<file path="src/design/tga_dec_pkg.sv">
// Shared types and constants of the TGA stream decoder.
package tga_dec_pkg;

  // Parse phases.
  localparam logic [1:0] PH_HEADER = 2'd0;
  localparam logic [1:0] PH_SKIP   = 2'd1;
  localparam logic [1:0] PH_PIXELS = 2'd2;
  localparam logic [1:0] PH_IDLE   = 2'd3;

  // Result kinds.
  localparam logic [1:0] KIND_HDR_OK  = 2'd0;
  localparam logic [1:0] KIND_HDR_ERR = 2'd1;
  localparam logic [1:0] KIND_PIXEL   = 2'd2;

  // Error codes.
  localparam logic [1:0] ERR_NONE  = 2'd0;
  localparam logic [1:0] ERR_CMAP  = 2'd1;
  localparam logic [1:0] ERR_TYPE  = 2'd2;
  localparam logic [1:0] ERR_DEPTH = 2'd3;

  // Header byte positions of interest.
  localparam logic [4:0] POS_ID_LEN   = 5'd0;
  localparam logic [4:0] POS_CMAP     = 5'd1;
  localparam logic [4:0] POS_TYPE     = 5'd2;
  localparam logic [4:0] POS_WIDTH_LO = 5'd12;
  localparam logic [4:0] POS_WIDTH_HI = 5'd13;
  localparam logic [4:0] POS_HGT_LO   = 5'd14;
  localparam logic [4:0] POS_HGT_HI   = 5'd15;
  localparam logic [4:0] POS_DEPTH    = 5'd16;
  localparam logic [4:0] POS_LAST     = 5'd17;

  // Image types and pixel depths.
  localparam logic [7:0] IMG_RGB  = 8'd2;
  localparam logic [7:0] IMG_GRAY = 8'd3;
  localparam logic [7:0] BPP_8    = 8'd8;
  localparam logic [7:0] BPP_16   = 8'd16;
  localparam logic [7:0] BPP_24   = 8'd24;
  localparam logic [7:0] BPP_32   = 8'd32;

  typedef struct packed {
    logic [7:0] blue;
    logic [7:0] green;
    logic [7:0] red;
    logic [7:0] alpha;
  } bgra_t;

  typedef struct packed {
    logic [1:0]  kind;
    logic [1:0]  error_code;
    logic [15:0] image_width;
    logic [15:0] image_height;
    logic        has_alpha;
    bgra_t       pix;
    logic        last_pixel;
  } result_t;

endpackage

</file>
<file path="src/design/tga_stream_decoder_core.sv">
// Top level of the streaming decoder for uncompressed TGA images.
//
//  Channel | Direction | Handshake            | Word carries
//  --------+-----------+----------------------+------------------------------------------
//  in_     | input     | in_valid / in_ready  | one file byte and a start-of-file mark
//  out_    | output    | out_valid / out_ready| header verdict or one B,G,R,A pixel
//
// Each word is taken into an input register; when it advances, the parser state and,
// where the word completes something, the result register are updated, so a result
// is offered from the result register that follows the input register.
// One byte is accepted in every cycle as long as the result side keeps taking words.
// The width by height product for the pixel count is one combinational 16 by 16
// multiply in the header step.
// Reset (synchronous, active low) empties both registers and puts the parser at header
// byte 0; a stalled result holds both stages, and in_ready falls only when the input
// register is full and cannot move.
module tga_stream_decoder_core (
  input  logic        clk,
  input  logic        rst_n,
  input  logic        in_valid,
  output logic        in_ready,
  input  logic [7:0]  in_file_byte,
  input  logic        in_start_of_file,
  output logic        out_valid,
  input  logic        out_ready,
  output logic [1:0]  out_kind,
  output logic [1:0]  out_error_code,
  output logic [15:0] out_image_width,
  output logic [15:0] out_image_height,
  output logic        out_has_alpha,
  output logic [7:0]  out_blue,
  output logic [7:0]  out_green,
  output logic [7:0]  out_red,
  output logic [7:0]  out_alpha,
  output logic        out_last_pixel
);
  import tga_dec_pkg::*;

  // Input register.
  logic       s1_valid_r;
  logic [7:0] s1_byte_r;
  logic       s1_sof_r;

  // Parser state.
  logic [1:0]  phase_r, phase_nxt;
  logic [4:0]  hpos_r, hpos_nxt;
  logic [7:0]  id_left_r, id_left_nxt;
  logic [7:0]  img_kind_r, img_kind_nxt;
  logic [7:0]  bpp_r, bpp_nxt;
  logic [15:0] width_r, width_nxt;
  logic [15:0] height_r, height_nxt;
  logic [31:0] pix_left_r, pix_left_nxt;
  logic [1:0]  bip_r, bip_nxt;
  logic [23:0] pbytes_r, pbytes_nxt;

  // Values seen by this word: a start-of-file mark wipes the state first.
  logic [1:0]  cur_phase;
  logic [4:0]  cur_hpos;
  logic [7:0]  cur_id_left;
  logic [7:0]  cur_img_kind;
  logic [7:0]  cur_bpp;
  logic [15:0] cur_width;
  logic [15:0] cur_height;
  logic [31:0] cur_pix_left;
  logic [1:0]  cur_bip;
  logic [23:0] cur_pbytes;

  // Result register.
  logic    out_valid_r, out_valid_nxt;
  result_t out_res_r;
  result_t res;
  logic    emit;

  logic    out_free;
  logic    adv;
  logic    depth_ok;
  logic    alpha_flag;
  bgra_t   pix;

  assign out_free = !out_valid_r || out_ready;
  assign adv      = s1_valid_r && out_free;
  assign in_ready = !s1_valid_r || adv;

  always_comb begin
    if (s1_sof_r) begin
      cur_phase    = PH_HEADER;
      cur_hpos     = '0;
      cur_id_left  = '0;
      cur_img_kind = '0;
      cur_bpp      = '0;
      cur_width    = '0;
      cur_height   = '0;
      cur_pix_left = '0;
      cur_bip      = '0;
      cur_pbytes   = '0;
    end else begin
      cur_phase    = phase_r;
      cur_hpos     = hpos_r;
      cur_id_left  = id_left_r;
      cur_img_kind = img_kind_r;
      cur_bpp      = bpp_r;
      cur_width    = width_r;
      cur_height   = height_r;
      cur_pix_left = pix_left_r;
      cur_bip      = bip_r;
      cur_pbytes   = pbytes_r;
    end
  end

  tga_dec_pixel_fmt u_fmt (
    .bpp         (cur_bpp),
    .pixel_bytes (cur_pbytes),
    .last_byte   (s1_byte_r),
    .pix         (pix)
  );

  // RGB accepts 16, 24 and 32 bits per pixel; gray only 8.
  always_comb begin
    if (cur_img_kind == IMG_RGB) begin
      depth_ok = (s1_byte_r == BPP_16) || (s1_byte_r == BPP_24) || (s1_byte_r == BPP_32);
    end else begin
      depth_ok = (s1_byte_r == BPP_8);
    end
  end

  assign alpha_flag = (cur_img_kind == IMG_RGB) && ((cur_bpp == BPP_16) || (cur_bpp == BPP_32));

  always_comb begin
    phase_nxt    = cur_phase;
    hpos_nxt     = cur_hpos;
    id_left_nxt  = cur_id_left;
    img_kind_nxt = cur_img_kind;
    bpp_nxt      = cur_bpp;
    width_nxt    = cur_width;
    height_nxt   = cur_height;
    pix_left_nxt = cur_pix_left;
    bip_nxt      = cur_bip;
    pbytes_nxt   = cur_pbytes;
    emit         = 1'b0;
    res.kind       = KIND_HDR_OK;
    res.error_code = ERR_NONE;
    res.has_alpha  = 1'b0;
    res.pix        = '0;
    res.last_pixel = 1'b0;

    unique case (cur_phase)
      PH_HEADER: begin
        hpos_nxt = cur_hpos + 5'd1;
        unique case (cur_hpos)
          POS_ID_LEN: id_left_nxt = s1_byte_r;
          POS_CMAP: begin
            if (s1_byte_r != 8'd0) begin
              phase_nxt      = PH_IDLE;
              emit           = 1'b1;
              res.kind       = KIND_HDR_ERR;
              res.error_code = ERR_CMAP;
            end
          end
          POS_TYPE: begin
            img_kind_nxt = s1_byte_r;
            if ((s1_byte_r != IMG_RGB) && (s1_byte_r != IMG_GRAY)) begin
              phase_nxt      = PH_IDLE;
              emit           = 1'b1;
              res.kind       = KIND_HDR_ERR;
              res.error_code = ERR_TYPE;
            end
          end
          POS_WIDTH_LO: width_nxt  = {cur_width[15:8], s1_byte_r};
          POS_WIDTH_HI: width_nxt  = {s1_byte_r, cur_width[7:0]};
          POS_HGT_LO:   height_nxt = {cur_height[15:8], s1_byte_r};
          POS_HGT_HI:   height_nxt = {s1_byte_r, cur_height[7:0]};
          POS_DEPTH: begin
            bpp_nxt = s1_byte_r;
            if (!depth_ok) begin
              phase_nxt      = PH_IDLE;
              emit           = 1'b1;
              res.kind       = KIND_HDR_ERR;
              res.error_code = ERR_DEPTH;
            end
          end
          POS_LAST: begin
            pix_left_nxt = {16'd0, cur_width} * {16'd0, cur_height};
            bip_nxt      = '0;
            pbytes_nxt   = '0;
            if (cur_id_left != 8'd0) begin
              phase_nxt = PH_SKIP;
            end else if ((cur_width != 16'd0) && (cur_height != 16'd0)) begin
              phase_nxt = PH_PIXELS;
            end else begin
              phase_nxt = PH_IDLE;
            end
            emit          = 1'b1;
            res.kind      = KIND_HDR_OK;
            res.has_alpha = alpha_flag;
          end
          default: ;
        endcase
      end
      PH_SKIP: begin
        id_left_nxt = cur_id_left - 8'd1;
        if (id_left_nxt == 8'd0) begin
          phase_nxt = (cur_pix_left != 32'd0) ? PH_PIXELS : PH_IDLE;
        end
      end
      PH_PIXELS: begin
        if (({3'd0, cur_bip} + 5'd1) < cur_bpp[7:3]) begin
          // Still gathering bytes of this pixel.
          pbytes_nxt = cur_pbytes | ({16'd0, s1_byte_r} << {cur_bip, 3'b000});
          bip_nxt    = cur_bip + 2'd1;
        end else begin
          bip_nxt        = '0;
          pbytes_nxt     = '0;
          pix_left_nxt   = cur_pix_left - 32'd1;
          emit           = 1'b1;
          res.kind       = KIND_PIXEL;
          res.has_alpha  = alpha_flag;
          res.pix        = pix;
          res.last_pixel = (pix_left_nxt == 32'd0);
          if (pix_left_nxt == 32'd0) begin
            phase_nxt = PH_IDLE;
          end
        end
      end
      PH_IDLE: ;
      default: ;
    endcase

    res.image_width  = width_nxt;
    res.image_height = height_nxt;
  end

  assign out_valid_nxt = (out_valid_r && !out_ready) || (adv && emit);

  always_ff @(posedge clk) begin
    if (!rst_n) begin
      s1_valid_r  <= 1'b0;
      out_valid_r <= 1'b0;
      phase_r     <= PH_HEADER;
      hpos_r      <= '0;
      id_left_r   <= '0;
      img_kind_r  <= '0;
      bpp_r       <= '0;
      width_r     <= '0;
      height_r    <= '0;
      pix_left_r  <= '0;
      bip_r       <= '0;
      pbytes_r    <= '0;
    end else begin
      out_valid_r <= out_valid_nxt;
      if (in_ready) begin
        s1_valid_r <= in_valid;
      end
      if (adv) begin
        phase_r    <= phase_nxt;
        hpos_r     <= hpos_nxt;
        id_left_r  <= id_left_nxt;
        img_kind_r <= img_kind_nxt;
        bpp_r      <= bpp_nxt;
        width_r    <= width_nxt;
        height_r   <= height_nxt;
        pix_left_r <= pix_left_nxt;
        bip_r      <= bip_nxt;
        pbytes_r   <= pbytes_nxt;
      end
    end
  end

  // Payload registers.
  always_ff @(posedge clk) begin
    if (in_ready && in_valid) begin
      s1_byte_r <= in_file_byte;
      s1_sof_r  <= in_start_of_file;
    end
    if (adv && emit) begin
      out_res_r <= res;
    end
  end

  assign out_valid        = out_valid_r;
  assign out_kind         = out_res_r.kind;
  assign out_error_code   = out_res_r.error_code;
  assign out_image_width  = out_res_r.image_width;
  assign out_image_height = out_res_r.image_height;
  assign out_has_alpha    = out_res_r.has_alpha;
  assign out_blue         = out_res_r.pix.blue;
  assign out_green        = out_res_r.pix.green;
  assign out_red          = out_res_r.pix.red;
  assign out_alpha        = out_res_r.pix.alpha;
  assign out_last_pixel   = out_res_r.last_pixel;

  // The final pixel of an image always leaves the parser idle.
  a_last_goes_idle: assert property (@(posedge clk) disable iff (!rst_n)
    (adv && emit && res.last_pixel) |=> (phase_r == PH_IDLE))
    else $error("parser not idle after the last pixel");

  // While pixels are gathered the byte counter stays below the pixel size.
  a_bip_in_range: assert property (@(posedge clk) disable iff (!rst_n)
    (phase_r == PH_PIXELS) |-> ({3'd0, bip_r} < bpp_r[7:3]))
    else $error("byte counter beyond the pixel size");

  // A held input word is not lost while the result side stalls.
  a_s1_held: assert property (@(posedge clk) disable iff (!rst_n)
    (s1_valid_r && !adv) |=> (s1_valid_r && $stable(s1_byte_r) && $stable(s1_sof_r)))
    else $error("input register dropped a stalled word");

endmodule

</file>
<file path="src/design/tga_dec_pixel_fmt.sv">
// Pixel formatter: turns the gathered bytes of one pixel into B,G,R,A.
module tga_dec_pixel_fmt (
  input  logic [7:0]          bpp,
  input  logic [23:0]         pixel_bytes,
  input  logic [7:0]          last_byte,
  output tga_dec_pkg::bgra_t  pix
);
  import tga_dec_pkg::*;

  logic [15:0] argb;

  // A 16-bit pixel is the stored low byte plus the byte arriving now.
  assign argb = {last_byte, pixel_bytes[7:0]};

  always_comb begin
    priority if (bpp == BPP_8) begin
      pix = '{blue: last_byte, green: last_byte, red: last_byte, alpha: 8'hFF};
    end else if (bpp == BPP_16) begin
      pix.blue  = {argb[4:0], 3'b000};
      pix.green = {argb[9:5], 3'b000};
      pix.red   = {argb[14:10], 3'b000};
      pix.alpha = argb[15] ? 8'hFF : 8'h00;
    end else if (bpp == BPP_24) begin
      pix = '{blue: pixel_bytes[7:0], green: pixel_bytes[15:8],
              red: last_byte, alpha: 8'hFF};
    end else begin
      pix = '{blue: pixel_bytes[7:0], green: pixel_bytes[15:8],
              red: pixel_bytes[23:16], alpha: last_byte};
    end
  end

endmodule
</file>
<file path="config.mk">
export PLATFORM = sky130hd
export DESIGN_NAME = tga_stream_decoder_core
export DESIGN_NICKNAME = d
export VERILOG_FILES = /design/src/design/tga_dec_pkg.sv /design/src/design/tga_stream_decoder_core.sv /design/src/design/tga_dec_pixel_fmt.sv
export SDC_FILE = /design/constraint.sdc
export NUM_CORES = 1
export LEC_CHECK = 0
export ABC_CLOCK_PERIOD_IN_PS = 7570
export BUFFER_PORTS_ARGS = -buffer_cell sky130_fd_sc_hd__buf_2
export CORE_MARGIN = 10
export CORE_UTILIZATION = 46
export CTS_CLUSTER_SIZE = 12
export DETAILED_ROUTE_END_ITERATION = 12
export SLEW_MARGIN = 20
export SYNTH_ARGS = -nofsm -noshare
export SYNTH_HDL_FRONTEND = slang
export SYNTH_SLANG_ARGS = --single-unit
</file>
<file path="constraint.sdc">
create_clock -name clk -period 7.57 [get_ports clk]
set_input_delay 2.271 -clock clk [delete_from_list [all_inputs] [get_ports clk]]
set_output_delay 2.271 -clock clk [all_outputs]
set_load 0.02 [all_outputs]
</file>
==> results.sh <==
export IMPL_fin_total_pwr_mw=2.609
export IMPL_fp_dieW_um=223.7
export IMPL_synthFlopType="dfxtp_1"
export IMPL_crit_path_end_kind="flip-flop"
export IMPL_clk_latency_ps=540
export IMPL_clock_root_buffer="clkbuf_16"
export IMPL_drive_gt1_frac=0.09702
export IMPL_crit_top_cell="fa_1"
export IMPL_die_area_um2=50050
export IMPL_worst_slack_ps=709.6
export IMPL_wire_per_inst_um=21.35
export IMPL_ir_worst_vdd_mv=0.1571
export IMPL_synth_area_per_cell_um2=8.758
export IMPL_status="completed"
export IMPL_fin_nets=2522
export IMPL_syn_num_nets=2504
export IMPL_globalRoute_totalOverflow=0
export IMPL_numCtsBuffers=24
export IMPL_whs_ps=464.1
export IMPL_finalHoldViolations=0
export IMPL_arrival_ps=7300
export IMPL_clk_path_buf_depth=3
export IMPL_area_growth_pct=8.906
export IMPL_synth_area_um2=19090
export IMPL_ys_ff_latch=202
export IMPL_crit_start="s1_sof_r$_DFFE_PP_"
export IMPL_io_pins=85
export IMPL_io_buffers=84
export IMPL_period_share=0.9063
export IMPL_gp_congestion=0.9362
export IMPL_holdBufCountCts=0
export IMPL_antenna_found_initial=2
export IMPL_firstDrtPassIters=6
export IMPL_layout_common_cells="nand2_1, inv_1, fa_1"
export IMPL_worst_path_largest_cell_delay_ps=530
export IMPL_min_delay_path_class="reg -> reg"
export IMPL_seq_area_frac_synth=0.2532
export IMPL_dp_slack_ps=734.0
export IMPL_mostFrequentLayoutCell="nand2_1"
export IMPL_grt_max_degree=67
export IMPL_synth_area_top_cells="fa_1, dfxtp_1, edfxtp_1"
export IMPL_grt_pass1_vias=16120
export IMPL_ys_types=85
export IMPL_netlist_instances=2180
export IMPL_crit_family="adder cells"
export IMPL_rows=74
export IMPL_die_y_um=223.7
export IMPL_worstPathMaxFanout=8
export IMPL_yosysTopAreaCell="fa_1"
export IMPL_dp_hpwl_mm=43.47
export IMPL_r2r_start="s1_sof_r$_DFFE_PP_"
export IMPL_ys_warn_count=0
export IMPL_initial_core_util=0.4665
export IMPL_critPathKind="reg -> reg"
export IMPL_clock_sinks=202
export IMPL_cts_max_level=1
export IMPL_rsz0062_at_grt="no"
export IMPL_post_cts_resized=0
export IMPL_slew_headroom=0.2600
export IMPL_synth_edf_count=79
export IMPL_slew_viol_final=0
export IMPL_synth_top_area_share=0.2034
export IMPL_async_reset_ff_frac=0
export IMPL_post_cts_setup_buffer_count=0
export IMPL_drc=0
export IMPL_max_freq_mhz=145.8
export IMPL_critPathRequiredTime_ps=8010
export IMPL_drtAntennaViolNets=0
export IMPL_diodes=0
export IMPL_instances_no_fill=2748
export IMPL_power_density_nw_per_um2=125.5
export IMPL_period_needed_ps=6860
export IMPL_p_leak_nw=9.260
export IMPL_clk_pin_slew_ps=70
export IMPL_via_count=16120
export IMPL_path_cells="nor2b_1 > nand2_1 > fa_1 > fa_1 > fa_1 > inv_1 > fa_1 > fa_1 > inv_1 > fa_1 > inv_1 > ha_1 > a2111oi_0 > o21ai_0 > a21oi_1 > a21oi_1 > o2111ai_1 > nor4b_1 > nor2_1 > o41ai_1"
export IMPL_crit_slowest_cell="fa_1"
export IMPL_first_iter_violations=1345
export IMPL_setup_tns_ps=0
export IMPL_crit_path_start_kind="flip-flop"
export IMPL_cts_tree="built"
export IMPL_crit_buf_inv=3
export IMPL_avgViaCountPerCell=5.865
export IMPL_placed_cells=2704
export IMPL_finalSetupViolations=0
export IMPL_fin_skew_ps=9.909
export IMPL_grt_pass1_wl_mm=92.85
export IMPL_grt_use_total=0.2302
export IMPL_drt_total_wl_mm=58.68
export IMPL_core_area_um2=40920
export IMPL_holdCritStartpoint="hpos_r[1]$_SDFFE_PN0P_"
export IMPL_nFillCells=3837
export IMPL_worstMarginPinSlew_ps=1105
export IMPL_max_cap_violations=0
worst register-to-register path: stages, from the launching register on:
cell	delay, ps
edfxtp_1	510
nor2b_1	520
nand2_1	170
fa_1	530
fa_1	510
fa_1	510
inv_1	60
fa_1	500
fa_1	500
inv_1	50
fa_1	470
inv_1	50
ha_1	370
a2111oi_0	370
o21ai_0	200
a21oi_1	280
a21oi_1	150
o2111ai_1	280
nor4b_1	350
nor2_1	90
o41ai_1	290
cells in the mapped netlist, drive strengths merged (9+ instances only):
| cell | number |
|---|---|
| a21o | 15 |
| a21oi | 103 |
| a22o | 10 |
| a22oi | 57 |
| a31oi | 22 |
| a32o | 24 |
| a32oi | 9 |
| and2 | 126 |
| and3 | 13 |
| buf | 17 |
| clkbuf | 135 |
| dfxtp | 123 |
| edfxtp | 79 |
| fa | 194 |
| ha | 117 |
| inv | 255 |
| mux2 | 10 |
| mux2i | 11 |
| nand2 | 259 |
| nand2b | 23 |
| nand3 | 27 |
| nand4 | 15 |
| nor2 | 182 |
| nor2b | 26 |
| nor3 | 45 |
| nor4 | 23 |
| o21ai | 79 |
| o31ai | 11 |
| or3 | 10 |
| xnor2 | 22 |
| xor2 | 11 |
cell type report:
cell class              instances  area [µm²]  area share
multi-input cells            1570       12640      0.6078
flip-flops and latches        202        4835      0.2325
inverters                     256       962.2     0.04628
repair buffers                144       883.3     0.04248
well taps                     532       665.6     0.03201
clock buffers                  31       626.9     0.03015
clock inverters                13       181.4    0.008725
registers in the layout (all words and copies together) (netlist names), 2 cells and up:
signal / count
out_red: 8
height_r: 16
out_green: 8
out_blue: 8
out_image_width: 16
phase_r: 2
out_kind: 2
pbytes_r: 24
out_error_code: 2
pix_left_r: 32
img_kind_r: 8
width_r: 16
out_alpha: 8
hpos_r: 5
out_image_height: 16
bpp_r: 8
id_left_r: 8
s1_byte_r: 8
bip_r: 2
stage by stage:
stage	instance area, µm²	util
after floorplan	19090	-
after global placement	19970	0.4880
after detailed placement	19970	0.4880
after CTS	20780	0.5078
after global routing	20790	0.5081
final	20790	0.5081
cell families after synthesis:
group / count (synthesis) / synth area share
buffers and inverters: 408 / 0.08651
XOR/XNOR: 33 / 0.01514
AO/OA/AOI/OAI: 424 / 0.1528
flip-flops: 202 / 0.2532
AND/OR/NAND/NOR: 781 / 0.2006
adder cells (fa/ha/maj): 311 / 0.2801
multiplexers: 21 / 0.01167
metal layers:
metal / wire length, µm / GRT usage
met4: 1567 / 0.06713
met1: 25340 / 0.3123
met5: 13 / 0
met3: 4186 / 0.03386
met2: 27570 / 0.3740
power by group:
| group | internal (mW) | switching (mW) |
|---|---|---|
| logic | 0.0709 | 0.161 |
| clock network | 0.725 | 0.489 |
| registers | 1.14 | 0.0243 |
final timing paths:
| check | end | slack, ps | cells after the start |
|---|---|---|---|
| hold reg to reg | hpos_r[1]$_SDFFE_PN0P_ | 460 | 2 |
| setup / recovery | pix_left_r[31]$_SDFFE_PN0P_ | 710 | 20 |
| setup reg to reg | pix_left_r[31]$_SDFFE_PN0P_ | 710 | 20 |
| hold / removal | hpos_r[1]$_SDFFE_PN0P_ | 460 | 2 |
Note: power is estimated with default switching activity, not from simulation.
